## src/mtg_pkg.sv

```systemverilog
// shared types, constants and functions of the mersenne twister generator
// no dependencies
package mtg_pkg;

  localparam int TableDepth  = 624;
  localparam int TwistOffset = 397;

  localparam int WordW = 32;
  localparam int AddrW = 3;

  localparam logic [WordW-1:0] TwistMatrix = 32'h9908b0df;
  localparam logic [WordW-1:0] SeedMult    = 32'd1812433253;
  localparam logic [WordW-1:0] TemperB     = 32'h9d2c5680;
  localparam logic [WordW-1:0] TemperC     = 32'hefc60000;
  localparam logic [WordW-1:0] SeedReset   = 32'd5489;

  typedef enum logic {
    REG_SEED  = 1'b0,
    REG_NONE  = 1'b1
  } reg_idx_t;

  typedef enum logic {
    SEED_FILL,
    SEED_DONE
  } seed_state_t;

  typedef struct packed {
    logic busy;
    logic wr;
    logic first;
  } seed_ctl_t;

  function automatic logic [WordW-1:0] temper(input logic [WordW-1:0] x);
    logic [WordW-1:0] y;
    y = x ^ (x >> 11);
    y = y ^ ((y << 7) & TemperB);
    y = y ^ ((y << 15) & TemperC);
    y = y ^ (y >> 18);
    return y;
  endfunction

endpackage

```

## src/mtg_seeder.sv

```systemverilog
// seeding sequencer: fills the table from the seed, one entry per cycle
// depends on mtg_pkg
module mtg_seeder #(
  parameter int TABLE_DEPTH = mtg_pkg::TableDepth,
  localparam int IdxW = $clog2(TABLE_DEPTH)
) (
  input  logic                      clk,
  input  logic                      rst,
  input  logic                      restart,
  input  logic [mtg_pkg::WordW-1:0] seed,
  output mtg_pkg::seed_ctl_t        ctl,
  output logic [IdxW-1:0]           wr_addr,
  output logic [mtg_pkg::WordW-1:0] wr_data
);

  localparam logic [IdxW-1:0] LastIdx = IdxW'(TABLE_DEPTH - 1);

  mtg_pkg::seed_state_t state, state_next;
  logic [IdxW-1:0]           cnt;
  logic [mtg_pkg::WordW-1:0] prev;
  logic [mtg_pkg::WordW-1:0] mixed;
  logic [mtg_pkg::WordW-1:0] prod;

  assign mixed   = prev ^ (prev >> 30);
  assign prod    = mtg_pkg::WordW'(mixed * mtg_pkg::SeedMult);
  assign wr_addr = cnt;
  assign wr_data = ctl.first ? seed : prod + mtg_pkg::WordW'(cnt);

  always_ff @(posedge clk) begin
    if (rst) begin
      state <= mtg_pkg::SEED_FILL;
    end else begin
      state <= state_next;
    end
  end

  always_ff @(posedge clk) begin
    if (rst || restart) begin
      cnt <= '0;
    end else if (ctl.wr) begin
      cnt <= cnt + 1'b1;
    end
  end

  always_ff @(posedge clk) begin
    if (ctl.wr) begin
      prev <= wr_data;
    end
  end

  always_comb begin
    state_next = state;
    ctl        = '0;
    unique case (state)
      mtg_pkg::SEED_FILL: begin
        ctl.busy  = 1'b1;
        ctl.wr    = 1'b1;
        ctl.first = (cnt == '0);
        if (cnt == LastIdx) begin
          state_next = mtg_pkg::SEED_DONE;
        end
      end
      mtg_pkg::SEED_DONE: begin
        state_next = mtg_pkg::SEED_DONE;
      end
    endcase
    if (restart) begin
      state_next = mtg_pkg::SEED_FILL;
    end
  end

endmodule

```

## config.mk

```make
export PLATFORM = sky130hd
export DESIGN_NAME = mtg_seeder
export DESIGN_NICKNAME = d
export VERILOG_FILES = /design/src/mtg_pkg.sv /design/src/mtg_seeder.sv
export SDC_FILE = /design/constraint.sdc
export NUM_CORES = 1
export LEC_CHECK = 0
export BUFFER_PORTS_ARGS = -buffer_cell sky130_fd_sc_hd__buf_2
export CAP_MARGIN = 40
export CORE_ASPECT_RATIO = 0.8
export CORE_MARGIN = 5
export CORE_UTILIZATION = 63
export DETAILED_ROUTE_END_ITERATION = 16
export HOLD_SLACK_MARGIN = 0.08
export PLACE_DENSITY = 0.92
export SLEW_MARGIN = 25
export SYNTH_ARGS = -nofsm -noshare
export SYNTH_HDL_FRONTEND = slang
export SYNTH_SLANG_ARGS = --single-unit
```

## constraint.sdc

```tcl
create_clock -name clk -period 9.6 [get_ports clk]
set_clock_uncertainty 0.2 [all_clocks]
set_input_delay 1.92 -clock clk [delete_from_list [all_inputs] [get_ports clk]]
set_output_delay 1.92 -clock clk [all_outputs]
set_load 0.01 [all_outputs]
```

### Word-level counts from Yosys, hierarchy flattened

Index checks and enable logic that the tools add are counted.

* register bits after elaboration: 43
* bits of input ports: 35
* output and inout port bits: 45
* logic and storage cells: 16

* $add $sub $neg: 2
* multiply operators: 1
* equality and inequality tests: 1
* muxes and demuxes: 4
* bitwise logic cells: 2
* reduce and logical (&&, ||, !) cells: 3

Operators with widths (count)
* $add A32 B10 Y32: 1
* $mul A32 B31 Y32 const B: 1
* $mux W32: 1
* $xor A32 B2 Y32: 1
* $add A10 B1 Y10 const B: 1
* $eq A10 B10 Y1 const B: 1
* $logic_not A10 Y1: 1
* $mux W3: 1
* $pmux W1 S2: 1
* $reduce_or A2 Y1: 1
* $logic_or A1 B1 Y1: 1
* $mux W1: 1
* $not A1 Y1: 1

### Logic depth before layout (Yosys ltp)

* depth in word-level cells: 4
* gate-level depth with buffers: 26
* gate-level depth less buffers: 25

### Worst setup path after synthesis

OpenSTA, ideal clock, no wires.

* kind: flip-flop to output port
* start: register prev[31] (netlist bit)
* end: output port wr_data[27] (netlist bit)
* data arrival time: 6.465 ns
* required time: 7.480 ns
* path slack: 1.015 ns
* cell stages (with the launch flop): 27
* path buffers: 1
* path through: edfxtp_1 xor2_1 xor2_1 ha_1 or2_2 ha_1 inv_1 fa_1 inv_1 ha_1 fa_1 fa_1 fa_1 inv_1 fa_1 inv_1 ha_1 clkbuf_1 nand2_1 nor2_1 a211o_1 a221o_1 a31o_1 a21o_1 a21oi_2 xor2_1 o21ai_1

* word-level cells in the longest chain between the ends: 4

RTL lines
* start: declaration: RTL line mtg_seeder.sv:20 `logic [mtg_pkg::WordW-1:0] prev;`
* start signal: assignment: RTL line mtg_seeder.sv:47 `prev <= wr_data;`
* $xor A32 B2 Y32: RTL line mtg_seeder.sv:24 `assign mixed = prev ^ (prev >> 30);`
* $mul A32 B31 Y32: RTL line mtg_seeder.sv:25 `assign prod = mtg_pkg::WordW'(mixed * mtg_pkg::SeedMult);`
* $add A32 B10 Y32: RTL line mtg_seeder.sv:27 `assign wr_data = ctl.first ? seed : prod + mtg_pkg::WordW'(cnt);`
* $mux W32: RTL line mtg_seeder.sv:27
* end: declaration: RTL line mtg_seeder.sv:13 `output logic [mtg_pkg::WordW-1:0] wr_data`

Every way passes these cells.

### Worst setup path after layout

* start: register prev[30] (netlist bit)
* end: output port wr_data[30] (netlist bit)

The elaborated chain is that of the path after synthesis.

==> impl_metrics.json <==
{
  "critPathKind": "reg -> out",
  "diodes": 0,
  "fillCellCount": 1104,
  "die_area_mm2": 0.01885,
  "worst_pin_slew_ps": 672.4,
  "fp.coreArea_mm2": 0.01585,
  "min_period_over_period_pct": 97.70,
  "syn_inst": 1030,
  "crit_arrival_ps": 7260,
  "holdCritPathClass": "reg -> reg",
  "grt_util_met3_pct": 5.245,
  "cts-resized-gates": 0,
  "met2_usage_pct": 51.03,
  "clk_pin_slew_worst_paths_ps": 70,
  "grt-busiest-layer": "met2",
  "finalHoldViolations": 0,
  "routed_wl_um": 26460,
  "antenna_found_initial": 0,
  "grt_setup_unrepaired": "false",
  "syn_nets": 1457,
  "io_buffers": 79,
  "drt-initial-drc-count": 575,
  "ant_nets": 0,
  "cp_data_required_time_ps": 7480,
  "crit_path_end_kind": "primary output",
  "num_rows": 41,
  "worst_slack_ps": 220.8,
  "whs_ps": 389.9,
  "syn_avg_cell_area_um2": 9.901,
  "cts_hold_buf": 0,
  "overflow": 0,
  "cts_tree": "yes",
  "cap_violations": 0,
  "grt_max_degree": 36,
  "cts_num_sinks": 43,
  "layout-drive-gt1-share_pct": 10.17,
  "grt_pass1_wl_um": 43050,
  "grt_pass1_vias": 8208,
  "grt_use_total_pct": 29.46,
  "slew_violations": 0,
  "avgViaCountPerCell": 5.683,
  "drt_first_pass_iters": 6,
  "dp_hpwl_um": 22270,
  "drc": 0,
  "cts_made_buffers": 5,
  "setup_violations": 0,
  "status": "complete, no violations",
  "critPathLaunchType": "flop",
  "yosysWarnings": 0,
  "fp.dieW_um": 152.3,
  "num_vias": 7593,
  "clock.fmax_mhz": 106.6,
  "fp.dieH_um": 123.8,
  "synth_cell_types": 45,
  "clk_latency_ps": 300,
  "synth_seq_cells": 43,
  "ys_seq_area_share_pct": 11.58,
  "io_pins": 80,
  "use_met1_pct": 38.60,
  "slew-limit-headroom_pct": 55.18,
  "wl_per_cell_um": 19.80,
  "root_buffer": "clkbuf_16",
  "dp_slack_ps": 678.4,
  "globalplace.congestion": 1.018,
  "fin_setup_tns_ps": 0,
  "finalNetCount": 1547,
  "post_cts.repair.setup_buffers": 0,
  "clockBufferDepth": 2,
  "fin_crit_ps": 9379,
  "start_util_pct": 64.34,
  "synthToLayoutAreaGrowth_pct": 8.735,
  "netlist_area_mm2": 0.01020,
  "htree_levels": 2,
  "cp_max_fo": 7
}
[cell usage after synthesis]
library cell / n / area share, %
o41ai_2: 1 / 0.16
and3_1: 2 / 0.12
o22ai_1: 1 / 0.061
nand2_1: 49 / 1.8
a31oi_1: 3 / 0.18
a221o_1: 1 / 0.098
a211oi_1: 4 / 0.29
o21ai_4: 1 / 0.16
a21oi_2: 2 / 0.17
and4_1: 1 / 0.086
o211ai_1: 6 / 0.44
or2_2: 2 / 0.12
xnor2_1: 51 / 4.4
o21a_1: 3 / 0.22
mux2i_1: 1 / 0.098
nor4b_1: 1 / 0.086
inv_1: 273 / 10
a21oi_1: 42 / 2.1
xor2_1: 18 / 1.5
clkbuf_1: 13 / 0.48
a2bb2oi_1: 1 / 0.086
o31a_1: 1 / 0.086
buf_4: 1 / 0.074
and2_1: 2 / 0.12
edfxtp_1: 32 / 9.4
a21o_1: 9 / 0.66
o311ai_1: 1 / 0.086
o21bai_1: 6 / 0.44
nand2b_1: 3 / 0.18
o21ai_0: 18 / 0.88
nor2b_1: 4 / 0.25
a31oi_2: 1 / 0.12
o211ai_2: 1 / 0.12
o21ai_1: 7 / 0.34
a211o_1: 2 / 0.17
a31o_1: 1 / 0.086
a311oi_1: 2 / 0.17
nor3_1: 9 / 0.44
buf_6: 1 / 0.11
nand4_1: 2 / 0.12
fa_1: 153 / 30
dfxtp_1: 11 / 2.2
nand3_1: 9 / 0.44
ha_1: 239 / 29
nor2_1: 39 / 1.4
[layout by cell type, fill, tap and decap left out, types with 11 or more instances in the layout]
master | netlist | routed
xor2_1 | 18 | 18
nor2_1 | 39 | 39
ha_1 | 239 | 239
dfxtp_1 | 11 | 11
xnor2_1 | 51 | 51
o21ai_0 | 18 | 18
buf_2 | 0 | 79
fa_1 | 153 | 153
edfxtp_1 | 32 | 32
nand2_1 | 49 | 49
buf_4 | 1 | 18
a21oi_1 | 42 | 42
inv_1 | 273 | 273
[stage by stage]
step           utilization (%)  std cells  cell area [µm²]
6_report                 69.96       1336            11090
5_1_grt                  69.96       1336            11090
4_1_cts                  69.96       1336            11090
3_5_place_dp             69.05       1328            10950
3_3_place_gp             68.96       1327            10930
2_1_floorplan                -       1030            10200
[cell families after synthesis]
group | Yosys count | share of synthesized area [%]
muxes | 1 | 0.09815
and+or+nand+nor | 123 | 5.214
AOI/OAI and AO/OA | 114 | 7.116
xor gates and xnor gates | 69 | 5.926
adders and majority gates | 392 | 59.35
DFF | 43 | 11.58
buffers and inverters | 288 | 10.71
[state kept, by name (all words and copies together), names as in the netlist]
register  flops
prev         32
state         1
wr_addr      10
[cell type report]
class                   count  area [µm²]  share of cell area (%)
clock buffers               6       132.6                   1.196
clock inverters             2       11.26                  0.1015
inverters                 273        1025                   9.241
multi-input cells         699        7925                   71.47
flip-flops and latches     43        1181                   10.65
well taps                 215       269.0                   2.426
repair buffers             98       545.5                   4.919
[critical path, stage by stage, from the launching register on]
cell	delay [ps]
edfxtp_1	460
xor2_1	380
xor2_1	220
ha_1	220
or2_2	290
ha_1	280
inv_1	60
fa_1	480
inv_1	40
ha_1	180
fa_1	470
fa_1	470
fa_1	510
inv_1	50
fa_1	480
inv_1	40
ha_1	360
a21oi_1	300
o21ai_1	140
a21o_1	180
a311oi_1	260
o31a_1	290
o211ai_1	150
a21oi_1	220
xor2_1	210
o21ai_1	90
buf_2	150
[per-layer routing]
metal  vias up  routed length, µm
met5         -                  0
met2       399              12490
li1       3442                  -
met4         0                841
met3        63               2377
met1      3689              10740
[path summary, 6_finish.rpt]
kind | start | to | slack [ps] | cells past startpoint
max reg2reg | prev[30] | prev[30] | 2330 | 25
max | prev[30] | wr_data[30] | 220 | 26
min reg2reg | wr_addr[6] | state | 390 | 2
min | wr_addr[6] | state | 390 | 2
Power is not shown: default switching activity piles up to over one toggle a cycle in this logic, so the estimate is an artifact.
